$ cat config.mk
export PLATFORM = sky130hd
export DESIGN_NAME = sum_checked_frame_receiver_core
export DESIGN_NICKNAME = d
export VERILOG_FILES = /design/src/rtl/sfr_pkg.sv /design/src/rtl/sum_checked_frame_receiver_core.sv /design/src/rtl/sfr_front.sv /design/src/rtl/sfr_queue.sv
export VERILOG_INCLUDE_DIRS = /design/src /design/src/rtl
export SDC_FILE = /design/constraint.sdc
export NUM_CORES = 1
export LEC_CHECK = 0
export BUFFER_PORTS_ARGS = -buffer_cell sky130_fd_sc_hd__buf_4
export CORE_MARGIN = 4
export CORE_UTILIZATION = 57
export CTS_BUF_LIST = sky130_fd_sc_hd__clkbuf_16
export CTS_CLUSTER_SIZE = 28
export DETAILED_ROUTE_END_ITERATION = 10
export GPL_ROUTABILITY_DRIVEN = 0
export PLACE_DENSITY = 0.76
export REMOVE_ABC_BUFFERS = 1
export SLEW_MARGIN = 20
export SYNTH_ARGS = -nofsm -noshare
export SYNTH_HDL_FRONTEND = slang
export SYNTH_SLANG_ARGS = --single-unit
export TNS_END_PERCENT = 50
$ cat constraint.sdc
create_clock -name clk -period 7.35 [get_ports clk]
set_clock_uncertainty 0.1 [all_clocks]
set_input_delay 1.1025 -clock clk [delete_from_list [all_inputs] [get_ports clk]]
set_output_delay 1.1025 -clock clk [all_outputs]
set_load 0.03 [all_outputs]
$ cat src/rtl/sum_checked_frame_receiver_core_macros.svh
// assertion helpers shared by the receiver modules
`ifndef SUM_CHECKED_FRAME_RECEIVER_CORE_MACROS_SVH
`define SUM_CHECKED_FRAME_RECEIVER_CORE_MACROS_SVH

// same-cycle implication, checked on every clock out of reset
`define SFR_ASSERT_NOW(lbl, ante, cons, msg) \
  lbl: assert property (@(posedge clk) disable iff (!rst_n) (ante) |-> (cons)) \
    else $error(msg);

// next-cycle implication
`define SFR_ASSERT_NEXT(lbl, ante, cons, msg) \
  lbl: assert property (@(posedge clk) disable iff (!rst_n) (ante) |=> (cons)) \
    else $error(msg);

`endif

$ cat src/rtl/sfr_pkg.sv
package sfr_pkg;

  localparam logic [7:0]  SYNC_BYTE      = 8'h68;
  localparam logic [16:0] SYNC2_IDX      = 17'd9;
  localparam logic [16:0] LEN_LO_IDX     = 17'd11;
  localparam logic [16:0] LEN_HI_IDX     = 17'd12;
  localparam int          FRAME_OVERHEAD = 15;
  localparam logic [16:0] LAST_OFS       = 17'(FRAME_OVERHEAD - 1);
  localparam logic [16:0] CSUM_OFS       = 17'(FRAME_OVERHEAD - 2);

  localparam logic [1:0] ST_OK   = 2'd0;
  localparam logic [1:0] ST_SUM  = 2'd1;
  localparam logic [1:0] ST_SYNC = 2'd2;

  typedef enum logic [0:0] {
    PH_HUNT  = 1'b0,
    PH_FRAME = 1'b1
  } phase_t;

  typedef struct packed {
    logic [7:0]  frame_byte;
    logic [16:0] byte_index;
    logic        is_last;
    logic [1:0]  status;
  } res_t;

endpackage

$ cat src/rtl/sum_checked_frame_receiver_core.sv
// Frame receiver for a serial byte stream: hunts for a 0x68 start byte, then
// echoes every frame byte with its index, checks the second 0x68 at index 9,
// takes the data length from indexes 11 and 12 (low byte first), and flags the
// frame's last byte with the result of the modulo-256 sum check (status 0
// good, 1 checksum mismatch, 2 second sync byte missing, the latter ending the
// frame at index 9). One byte is accepted every cycle while full is low; each
// accepted byte is classified in the cycle it arrives and, if it belongs to a
// frame, lands in a QUEUE_DEPTH-entry result queue, so it shows on the out_
// ports once it reaches the head of that queue. full rises only when the queue
// is full, i.e. when the consumer holds off pop for QUEUE_DEPTH results. No
// initialization is needed after reset.
module sum_checked_frame_receiver_core
  import sfr_pkg::*;
#(
  parameter int QUEUE_DEPTH = 2
) (
  input  logic        clk,
  input  logic        rst_n,
  input  logic        push,
  output logic        full,
  input  logic [7:0]  in_rx_byte,
  output logic        empty,
  input  logic        pop,
  output logic [7:0]  out_frame_byte,
  output logic [16:0] out_byte_index,
  output logic        out_is_last,
  output logic [1:0]  out_status
);

  logic acc;
  logic emit;
  res_t res;
  res_t head;

  assign acc = push && !full;

  sfr_front u_front (
    .clk     (clk),
    .rst_n   (rst_n),
    .acc     (acc),
    .rx_byte (in_rx_byte),
    .emit    (emit),
    .res     (res)
  );

  sfr_queue #(
    .DEPTH (QUEUE_DEPTH)
  ) u_queue (
    .clk     (clk),
    .rst_n   (rst_n),
    .wr_en   (emit),
    .wr_data (res),
    .full    (full),
    .rd_en   (pop),
    .empty   (empty),
    .rd_data (head)
  );

  assign out_frame_byte = head.frame_byte;
  assign out_byte_index = head.byte_index;
  assign out_is_last    = head.is_last;
  assign out_status     = head.status;

endmodule

$ cat src/rtl/sfr_front.sv
`include "sum_checked_frame_receiver_core_macros.svh"

module sfr_front
  import sfr_pkg::*;
(
  input  logic       clk,
  input  logic       rst_n,
  input  logic       acc,
  input  logic [7:0] rx_byte,
  output logic       emit,
  output res_t       res
);

  phase_t      phase_r, phase_nxt;
  logic [16:0] pos_r, pos_nxt;
  logic [15:0] len_r, len_nxt;
  logic [7:0]  sum_r, sum_nxt;
  logic        match_r, match_nxt;

  logic        is_sync;
  logic        sync_err;
  logic        in_hdr;
  logic [16:0] last_idx;
  logic [16:0] csum_idx;
  logic        at_last;
  logic        at_csum;

  assign is_sync  = (rx_byte == SYNC_BYTE);
  assign sync_err = (pos_r == SYNC2_IDX) && !is_sync;
  assign in_hdr   = (pos_r <= LEN_HI_IDX);
  assign last_idx = {1'b0, len_r} + LAST_OFS;
  assign csum_idx = {1'b0, len_r} + CSUM_OFS;
  assign at_last  = !in_hdr && (pos_r >= last_idx);
  assign at_csum  = !in_hdr && (pos_r == csum_idx);

  // next state
  always_comb begin
    phase_nxt = phase_r;
    pos_nxt   = pos_r;
    len_nxt   = len_r;
    sum_nxt   = sum_r;
    match_nxt = match_r;
    if (acc) begin
      case (phase_r)
        PH_HUNT: begin
          if (is_sync) begin
            phase_nxt = PH_FRAME;
            pos_nxt   = 17'd1;
            len_nxt   = '0;
            sum_nxt   = rx_byte;
            match_nxt = 1'b0;
          end
        end
        PH_FRAME: begin
          if (sync_err || at_last) begin
            phase_nxt = PH_HUNT;
            pos_nxt   = '0;
          end else begin
            pos_nxt = pos_r + 17'd1;
            if (pos_r == LEN_LO_IDX) begin
              len_nxt = {len_r[15:8], rx_byte};
            end else if (pos_r == LEN_HI_IDX) begin
              len_nxt = {rx_byte, len_r[7:0]};
            end
            if (at_csum) begin
              match_nxt = (sum_r == rx_byte);
            end else begin
              sum_nxt = sum_r + rx_byte;
            end
          end
        end
        default: begin
          phase_nxt = PH_HUNT;
          pos_nxt   = '0;
        end
      endcase
    end
  end

  // result of the current item
  always_comb begin
    emit           = 1'b0;
    res.frame_byte = rx_byte;
    res.byte_index = pos_r;
    res.is_last    = 1'b0;
    res.status     = ST_OK;
    case (phase_r)
      PH_HUNT: begin
        emit           = acc && is_sync;
        res.byte_index = '0;
      end
      PH_FRAME: begin
        emit = acc;
        if (sync_err) begin
          res.is_last = 1'b1;
          res.status  = ST_SYNC;
        end else if (at_last) begin
          res.is_last = 1'b1;
          res.status  = match_r ? ST_OK : ST_SUM;
        end
      end
      default: begin
        emit = 1'b0;
      end
    endcase
  end

  always_ff @(posedge clk) begin
    if (!rst_n) begin
      phase_r <= PH_HUNT;
      pos_r   <= '0;
      len_r   <= '0;
      sum_r   <= '0;
      match_r <= 1'b0;
    end else begin
      phase_r <= phase_nxt;
      pos_r   <= pos_nxt;
      len_r   <= len_nxt;
      sum_r   <= sum_nxt;
      match_r <= match_nxt;
    end
  end

  `SFR_ASSERT_NOW(a_hunt_pos_zero, phase_r == PH_HUNT, pos_r == '0, "position not cleared while hunting")
  `SFR_ASSERT_NEXT(a_last_ends_frame, emit && res.is_last, phase_r == PH_HUNT, "frame did not end on last item")
  `SFR_ASSERT_NOW(a_sync_err_at_nine, emit && (res.status == ST_SYNC), res.byte_index == SYNC2_IDX && res.is_last, "sync error off index 9")
  `SFR_ASSERT_NOW(a_hdr_not_last, emit && (res.byte_index <= LEN_HI_IDX) && (res.byte_index != SYNC2_IDX), !res.is_last, "header byte marked last")

endmodule

$ cat src/rtl/sfr_queue.sv
`include "sum_checked_frame_receiver_core_macros.svh"

module sfr_queue
  import sfr_pkg::*;
#(
  parameter int DEPTH = 2
) (
  input  logic clk,
  input  logic rst_n,
  input  logic wr_en,
  input  res_t wr_data,
  output logic full,
  input  logic rd_en,
  output logic empty,
  output res_t rd_data
);

  localparam int AW = (DEPTH > 1) ? $clog2(DEPTH) : 1;
  localparam int CW = $clog2(DEPTH + 1);

  res_t          mem_r [DEPTH];
  logic [AW-1:0] wr_ptr_r, wr_ptr_nxt;
  logic [AW-1:0] rd_ptr_r, rd_ptr_nxt;
  logic [CW-1:0] cnt_r, cnt_nxt;
  logic          do_wr;
  logic          do_rd;

  assign full    = (cnt_r == CW'(DEPTH));
  assign empty   = (cnt_r == '0);
  assign do_wr   = wr_en && !full;
  assign do_rd   = rd_en && !empty;
  assign rd_data = mem_r[rd_ptr_r];

  always_comb begin
    wr_ptr_nxt = wr_ptr_r;
    rd_ptr_nxt = rd_ptr_r;
    cnt_nxt    = cnt_r;
    if (do_wr) begin
      wr_ptr_nxt = (wr_ptr_r == AW'(DEPTH - 1)) ? '0 : wr_ptr_r + 1'b1;
    end
    if (do_rd) begin
      rd_ptr_nxt = (rd_ptr_r == AW'(DEPTH - 1)) ? '0 : rd_ptr_r + 1'b1;
    end
    if (do_wr && !do_rd) begin
      cnt_nxt = cnt_r + 1'b1;
    end else if (do_rd && !do_wr) begin
      cnt_nxt = cnt_r - 1'b1;
    end
  end

  always_ff @(posedge clk) begin
    if (do_wr) begin
      mem_r[wr_ptr_r] <= wr_data;
    end
  end

  always_ff @(posedge clk) begin
    if (!rst_n) begin
      wr_ptr_r <= '0;
      rd_ptr_r <= '0;
      cnt_r    <= '0;
    end else begin
      wr_ptr_r <= wr_ptr_nxt;
      rd_ptr_r <= rd_ptr_nxt;
      cnt_r    <= cnt_nxt;
    end
  end

  `SFR_ASSERT_NOW(a_cnt_bound, 1'b1, cnt_r <= CW'(DEPTH), "queue count overflow")
  `SFR_ASSERT_NEXT(a_cnt_up, do_wr && !do_rd, cnt_r == $past(cnt_r) + 1'b1, "count did not rise on write")
  `SFR_ASSERT_NEXT(a_cnt_down, do_rd && !do_wr, cnt_r == $past(cnt_r) - 1'b1, "count did not fall on read")
  `SFR_ASSERT_NOW(a_ptr_match, (cnt_r == '0) || (cnt_r == CW'(DEPTH)), wr_ptr_r == rd_ptr_r, "pointers disagree with count")

endmodule

Word level (Yosys, flattened, before mapping):

Memories as Yosys holds them, arrays and structs flattened. A register that Yosys moved wholly into a read port is not among the register bits.
Index checks and enable logic that the tools add are counted.
Widths: inputs -> output; s select.

* add/subtract/negate cells: 8
* bitwise logic cells: 1
* eq/ne operators: 14
* reduce and logical (&&, ||, !) cells: 23
* magnitude comparators: 2
* muxes and demuxes: 33

Operators by type and width (count)
* $mux 16: 4
* $eq 17x4->1 const B: 3
* $mux 17: 3
* $add 16x4->17 const B: 2
* $pmux 17 s2: 1
* $pmux 16 s2: 1
* $mux 8: 3
* $add 17x1->17 const B: 1
* $eq 17x17->1: 1
* $ge 17x17->1: 1
* $le 17x4->1 const B: 1
* $pmux 8 s2: 1
* $mux 1: 12
* $ne 2x2->1 const B: 6
* $reduce_and 4->1: 3
* $logic_and 1x1->1: 9
* $mux 3: 3
* $add 8x8->8: 1
* $eq 8x7->1 const B: 1
* $eq 8x8->1: 1
* $logic_not 1->1: 6
* $pmux 1 s2: 3
* $reduce_and 5->1: 1
* $mux 2: 2
* 10 further kinds: 11

* RAM bits: 56
* input port bits: 12
* word-level logic and storage cells: 91
* output and inout bits: 30
* memories kept: 1
* flip-flop bits (word level): 47

Memory list
* u_queue.mem_r: words 2, width 28, read ports 1, clocked after memory_dff 1, write ports 1, RTL line sfr_queue.sv:21 `res_t mem_r [DEPTH];`

Logic depth before layout (Yosys ltp):

Gate-level depths: netlist (run 1).

* depth in word-level cells: 10
* mapped depth: 18

Modules after synthesis:

Synthesis (run 1) repeated with hierarchy kept, for this count alone.

* cells, all modules: 644
* area, all modules: 6273.5 um^2

By module, submodules not included
* sfr_front: area each 4008.8 um^2, cells an instance 531, times used 1, sequential area each 860.8 um^2
* sfr_queue: area each 2250.9 um^2, cells an instance 112, times used 1, sequential area each 1781.7 um^2
* sum_checked_frame_receiver_core: area each 13.8 um^2, cells an instance 1, times used 1, sequential area each 0.0 um^2

Worst setup path before layout (run 1):

Ideal clock, no wire load.

* path kind: input-to-reg
* from: in in_rx_byte[7]
* to: mem u_queue.mem_r[0][0] in the netlist's numbering (enable)
* arrival time: 3.150 ns
* path slack: 3.687 ns
* cell stages on the path: 5
* buffers on the path: 1
* data required time: 6.837 ns
* setup time: 0.413 ns
* cells stage by stage: clkbuf_1 > nor4b_1 > nand4_1 > a21o_1 > nor2_1

* cells in the longest elaborated chain, start to end: 6

RTL lines
* start, declared: RTL line sum_checked_frame_receiver_core.sv:21 `input logic [7:0] in_rx_byte,`
* $eq 8x7->1: RTL line sfr_front.sv:28 `assign is_sync = (rx_byte == SYNC_BYTE);`
* $logic_and 1x1->1: RTL line sfr_front.sv:89 `emit = acc && is_sync;`
* $pmux 1 s2: RTL line sfr_front.sv:87 `case (phase_r)`
* $logic_and 1x1->1: RTL line sfr_queue.sv:30 `assign do_wr = wr_en && !full;`
* $mux 1: RTL line sfr_queue.sv:52 `if (do_wr) begin`
* $mux 1 (implied by the code): RTL line sfr_queue.sv:53 `mem_r[wr_ptr_r] <= wr_data;`
* end, declared: RTL line sfr_queue.sv:21

No other way between the ends.

Final worst setup path (run 1):

* from: reg u_front.len_r[4]
* to: reg u_front.len_r[3]

* cells in the longest elaborated chain, start to end: 6

RTL lines
* start, declared: RTL line sfr_front.sv:16 `logic [15:0] len_r, len_nxt;`
* start signal, assigned: RTL line sfr_front.sv:118 `len_r <= len_nxt;`
* $add 16x4->17: RTL line sfr_front.sv:31 `assign last_idx = {1'b0, len_r} + LAST_OFS;`
* $ge 17x17->1: RTL line sfr_front.sv:33 `assign at_last = !in_hdr && (pos_r >= last_idx);`
* $logic_and 1x1->1: RTL line sfr_front.sv:33
* $logic_or 1x1->1: RTL line sfr_front.sv:55 `if (sync_err || at_last) begin`
* $ne 2x2->1 (no line)
* $reduce_and 4->1 (no line)

No other way between the ends.
A chain may end at the register's enable or synchronous reset.

==> impl_metrics.csv, run 1 <==
group,metric,value,unit
outcome,status,"completed",
job,cap_violations,0,
sta,setup_violations,0,
global_route,antenna_found_initial,0,
power,pwr-share-comb,15.4,%
clock_tree,cts-root-buf,"clkbuf_16",
finish,num_antenna_cells,0,
synthesis,ys_ff_latch,104,
power,ir_drop,104.3,µV
placed_design,dpl_worst_slack,3.063,ns
clock_tree,cts_max_level,3,
die,coreArea,9910,µm²
critical_path,crit_type,"flip-flop to flip-flop",
global_route,grt_max_degree,29,
power,p_per_area,205.7,nW/µm²
synthesis,syn_area,5894,µm²
global_route,grt_pass1_vias,4535,
sta,fin_ws,2.892,ns
clock_tree,clock_path_buffers,2,
die,rows,36,
clock_tree,cts_buffers,9,
power,p_sw_share,25.73,%
critical_path,cp-start-kind,"flip-flop",
synthesis,synth_edf_count,56,
synthesis,synth_ff_type,"edfxtp_1",
clock_tree,cts_tree,"done",
clock_tree,cts_resized,0,
power,power,1.347,mW
sta,rsz0062_at_grt,"false",
critical_path,cp.arrival,4.65,ns
sta,fin_setup_tns,0,ns
synthesis,synthArstFlopShare,0,%
critical_path,worst_ep_required_time,7.54,ns
clock_tree,clkSlewWorstSetupHoldPaths,0.07,ns
synthesis,synth_cells,588,
critical_path,endpoint_kind,"flip-flop",
synthesis,ys_types,68,
sta,fin_crit,4.458,ns
sta,worst_pin_slew,0.9196,ns
placed_design,io_buffers,41,
finish,final_area,6548,µm²
synthesis,synth-seq-area-share,44.83,%
routing,detail_route.wl_per_cell,18.45,µm
worst_hold_path,hold_class,"flip-flop to flip-flop",
global_route,grt_pass1_wl,22430,µm
critical_path,path_max_fanout,22,
routing,dr.pass1.iters,5,
sta,relSlewSlack,37.11,%
synthesis,synth_xor_xnor_area_share,6.517,%
clock_tree,clock_latency,0.35,ns
clock_tree,cts.sinks,104,
power,leakage,2.506,nW
routing,drtAntennaViolNets,0,
placed_design,place_hpwl,9889,µm
synthesis,ys_warn_count,0,
die,dieArea,12030,µm²
synthesis,synth-simple-area-share,19.83,%
routing,vias,4632,
routing,viasPerCell,6.217,
sta,fmax,0.2243,GHz
synthesis,synthTopCellsByArea,"edfxtp_1 29%, dfxtp_1 16%, ha_1 6.6%, mux2_2 5.5%, xor2_1 3.7%",
sta,hold_viol,0,
clock_tree,holdBufCountCts,0,
sta,slew_viol_final,0,
synthesis,synth_compound_area_share,12.25,%
routing,drt_wl_total,13750,µm
power,p_switching,0.3466,mW
global_route,grtUsageTotal,24.28,%
power,power_frac_seq,46.2,%
power,clock_power_share,38.4,%
synthesis,synth_top_area_share,28.53,%
die,io_pins,42,
clock_tree,cts_setup_buffers,0,
finish,final_layout_size_suffix_gt1_share,16.99,%
routing,drtIter0Drc,323,
synthesis,synth_fa_ha_area_share,6.920,%
synthesis,synth_top_family_by_area,"simple AND/OR/NAND/NOR gates",
synthesis,synth.largest_area_cell,"edfxtp_1",
global_route,overflow,0,
routing,drc,0,
die,start_util,59.48,%
synthesis,synth_mux_area_share,5.731,%
die,die_y,109.7,µm
synthesis,synth.avg_cell_area,10.02,µm²
power,intPower,1.000,mW
finish,final_nets,651,
placed_design,placed_cell_area,6226,µm²
sta,period_share,60.65,%
finish,area_delta_synth_final,11.08,%
finish,fin_util,66.07,%
die,die_w,109.7,µm
## Yosys cell counts (18+ instances only)
cell and count:
a21oi_1 28, ha_1 31, mux2_2 29, edfxtp_1 56, dfxtp_1 48, nand3_1 29
o21ai_0 28, nand2_1 43, clkbuf_1 27, nor2_1 35, xor2_1 25, nand4_1 18
## layout make-up
type	instances	area (µm²)
Fill cell	791	3362
Timing Repair Buffer	45	337.8
Tap cell	133	166.4
Inverter	15	56.30
Multi-Input combinational cell	432	3023
Clock inverter	7	96.34
Sequential cell	104	2643
Clock buffer	9	225.2
## registers in the layout, summed over array words and instances, names as in the netlist, named ones only
| name | count |
|---|---|
| u_queue.wr_ptr_r | 1 |
| u_front.pos_r | 17 |
| u_front.match_r | 1 |
| u_queue.rd_ptr_r | 1 |
| u_queue.mem_r | 56 |
| u_front.len_r | 16 |
| u_front.sum_r | 8 |
| u_front.phase_r | 1 |
| u_queue.cnt_r | 2 |
## cell usage in the layout (no fill, tap or decap), types with 7 or more instances in the layout
cell / synthesis / routed
a21oi_1: 28 / 28
a22o_1: 8 / 8
and2_1: 17 / 17
and3_1: 9 / 9
buf_4: 2 / 45
clkbuf_16: 0 / 9
dfxtp_1: 48 / 48
edfxtp_1: 56 / 56
ha_1: 31 / 31
inv_1: 14 / 15
mux2_2: 29 / 29
nand2_1: 43 / 43
nand2b_1: 7 / 7
nand3_1: 29 / 29
nand4_1: 18 / 18
nor2_1: 35 / 34
nor3_1: 16 / 16
o21ai_0: 28 / 28
o21ai_1: 7 / 7
xnor2_1: 17 / 17
xor2_1: 25 / 25
## per-stage QoR
step / hold slack (ns) / instances
final: 0.4099 / 745
after global routing: 0.4334 / 745
after CTS: 0.4101 / 745
after detailed placement: 0.3994 / 729
after global placement: 0.3812 / 729
after floorplan: 0.3460 / 551
## path summary, 6_finish.rpt
check,from,to,slack (ns),depth (start not counted)
worst max-delay path,u_front.len_r[4],u_front.len_r[3],2.89,13
worst min-delay path,u_queue.cnt_r[1],u_queue.cnt_r[1],0.41,2
worst min register to register,u_queue.cnt_r[1],u_queue.cnt_r[1],0.41,2
worst max register to register,u_front.len_r[4],u_front.len_r[3],2.89,13
## worst max-delay path, stage by stage (launching register included)
cell     delay [ns]
dfxtp_1        0.56
and4_1         0.41
nand2_1        0.16
nor2_1         0.21
nand2_1        0.09
xor2_1         0.16
ha_1           0.31
a21oi_1        0.24
o21ai_0        0.12
nor3_1         0.21
a211o_1        0.31
nand3_1        0.57
nor2_1         0.73
a22o_1         0.23
## routing by layer
| metal | track usage [%] | vias up | wire length, µm |
|---|---|---|---|
| li1 | - | 2194 | - |
| met1 | 32.39 | 2250 | 5860 |
| met2 | 40.24 | 168 | 6778 |
| met3 | 3.464 | 20 | 864 |
| met4 | 8.994 | 0 | 241 |
| met5 | 0 | - | 0 |
## kinds of logic after synthesis
family	Yosys count
and+or+nand+nor	213
AOI/OAI and AO/OA	114
DFF	104
buffers and inverters	52
xor gates and xnor gates	43
adders and majority gates	32
muxes	30
## power groups by stage
stage          sequential, mW  clock (mW)  combinational (mW)
3_5_place_dp            0.636           0               0.208
5_1_grt                 0.623       0.547               0.221
2_1_floorplan           0.646           0               0.126
6_report                0.623       0.517               0.207
4_1_cts                 0.623       0.518               0.209
3_3_place_gp            0.635           0               0.205
Note: power is estimated with default switching activity, not from simulation.
==> run 2, diff against run 1 <==
==> constraint.sdc (replaced) <==
create_clock -name clk -period 4.5 [get_ports clk]
set_clock_uncertainty 0.1 [all_clocks]
set_input_delay 0.675 -clock clk [delete_from_list [all_inputs] [get_ports clk]]
set_output_delay 0.675 -clock clk [all_outputs]
set_load 0.03 [all_outputs]
==> impl_metrics.csv, run 2 (synthesis results as in run 1) <==
group,metric,value,unit
placed_design,place_hpwl,9881,µm
global_route,grt_pass1_vias,4373,
power,power,2.168,mW
clock_tree,clock_path_buffers,2,
sta,fmax,0.2435,GHz
clock_tree,cts_resized,0,
clock_tree,cts_tree,"done",
routing,dr.pass1.iters,5,
sta,fin_setup_tns,0,ns
die,dieArea,12030,µm²
clock_tree,cts.sinks,104,
finish,final_common_cell,"edfxtp_1",
finish,final_layout_size_suffix_gt1_share,17.29,%
finish,area_delta_synth_final,11.08,%
sta,period_share,91.25,%
worst_hold_path,hold_class,"flip-flop to flip-flop",
power,p_sw_share,26.76,%
power,power_frac_seq,47.9,%
critical_path,endpoint_kind,"flip-flop",
global_route,grt_max_degree,28,
routing,drtIter0Drc,371,
critical_path,path_max_fanout,13,
critical_path,cp.arrival,4.31,ns
die,rows,36,
placed_design,io_buffers,41,
sta,relSlewSlack,26.46,%
power,p_per_area,331.1,nW/µm²
sta,rsz0062_at_grt,"false",
power,clock_power_share,37.5,%
power,ir_drop,205.3,µV
critical_path,max_stage_delay,0.60,ns
routing,drc,0,
die,die_w,109.7,µm
routing,detail_route.wl_per_cell,18.24,µm
global_route,overflow,0,
critical_path,crit_type,"flip-flop to flip-flop",
die,io_pins,42,
global_route,grt_pass1_wl,21740,µm
finish,regMostFlops,"u_queue.mem_r",
power,leakage,2.506,nW
outcome,status,"completed",
clock_tree,cts-root-buf,"clkbuf_16",
critical_path,cpMostUsedCell,"nor2_1",
finish,num_antenna_cells,0,
die,coreArea,9910,µm²
die,start_util,59.48,%
power,intPower,1.588,mW
clock_tree,clock_latency,0.36,ns
critical_path,crit_path_top_delay_cell,"dfxtp_1",
clock_tree,clkSlewWorstSetupHoldPaths,0.07,ns
sta,fin_crit,4.106,ns
clock_tree,cts_max_level,3,
critical_path,cp_num_buf_inv,0,
routing,vias,4618,
clock_tree,cts_buffers,9,
sta,slew_viol_final,0,
finish,largest_register_ffs,56,
critical_path,worstPathCellList,"and4_1 > nand2_1 > nor2_1 > nand2_1 > xor2_1 > ha_1 > nand4_1 > nor4_1 > a31oi_1 > and3_1 > a21boi_1 > nor2_1 > nor2_1 > a22o_1",
critical_path,worst_ep_required_time,4.70,ns
sta,worst_pin_slew,1.102,ns
finish,final_cell_mix,"56 x edfxtp_1, 48 x dfxtp_1, 46 x buf_4",
clock_tree,cts_setup_buffers,0,
power,pwr-share-comb,14.5,%
sta,hold_viol,0,
global_route,grtUsageTotal,23.61,%
job,cap_violations,0,
routing,drtAntennaViolNets,0,
critical_path,cp_top_family,"simple AND/OR/NAND/NOR gates",
sta,setup_violations,0,
global_route,antenna_found_initial,0,
critical_path,cp-start-kind,"flip-flop",
finish,top_regs,"u_queue.mem_r: 56 flops, u_front.pos_r: 17 flops, u_front.len_r: 16 flops",
routing,drt_wl_total,13610,µm
routing,viasPerCell,6.190,
power,p_switching,0.5801,mW
finish,final_nets,652,
clock_tree,holdBufCountCts,0,
die,die_y,109.7,µm
run 2: metal layers:
layer	up-vias	track usage (%)	share of wire, %
li1	2197	-	-
met4	0	8.281	2.2
met3	25	4.874	6.5
met5	-	0	0
met1	2228	32.08	44
met2	168	37.58	47
run 2: tightest hold or removal path, delay by kind of cell, from the launching register on:
kind	cells	cell delay, ns
AO/OA/AOI/OAI	2	0.13
flip-flops	1	0.31
run 2: worst paths after layout:
check / from / end / slack (ns) / depth (start not counted)
worst max-delay path: u_front.len_r[4] / u_front.len_r[1] / 0.39 / 14
worst max register to register: u_front.len_r[4] / u_front.len_r[1] / 0.39 / 14
worst min register to register: u_front.match_r / u_front.match_r / 0.38 / 2
worst min-delay path: u_front.match_r / u_front.match_r / 0.38 / 2
run 2: power groups by stage:
stage	Combinational (mW)	Clock, mW	Sequential (mW)
3_5_place_dp	0.317	0	1.06
3_3_place_gp	0.311	0	1.06
2_1_floorplan	0.205	0	1.05
4_1_cts	0.318	0.816	1.04
6_report	0.315	0.814	1.04
5_1_grt	0.338	0.864	1.04
run 2: layout make-up:
| cell class | count | area (µm²) |
|---|---|---|
| fillers | 788 | 3362 |
| well taps | 133 | 166.4 |
| inverters | 15 | 56.30 |
| clock buffers | 9 | 225.2 |
| flip-flops and latches | 104 | 2643 |
| clock inverters | 7 | 88.84 |
| repair buffers | 46 | 345.3 |
| multi-input cells | 432 | 3023 |
run 2: metrics by stage:
step / instance area [µm²] / cells / setup WS [ns] / hold WS [ns] / utilization, %
finish: 6548 / 746 / 0.3940 / 0.3848 / 66.07
global route: 6548 / 746 / 0.07733 / 0.4272 / 66.07
global placement: 6233 / 730 / 0.7428 / 0.3649 / 62.90
CTS: 6548 / 746 / 0.5027 / 0.3822 / 66.07
detailed placement: 6233 / 730 / 0.5193 / 0.3723 / 62.90
floorplan: 5719 / 551 / 0.9976 / 0.3460 / -
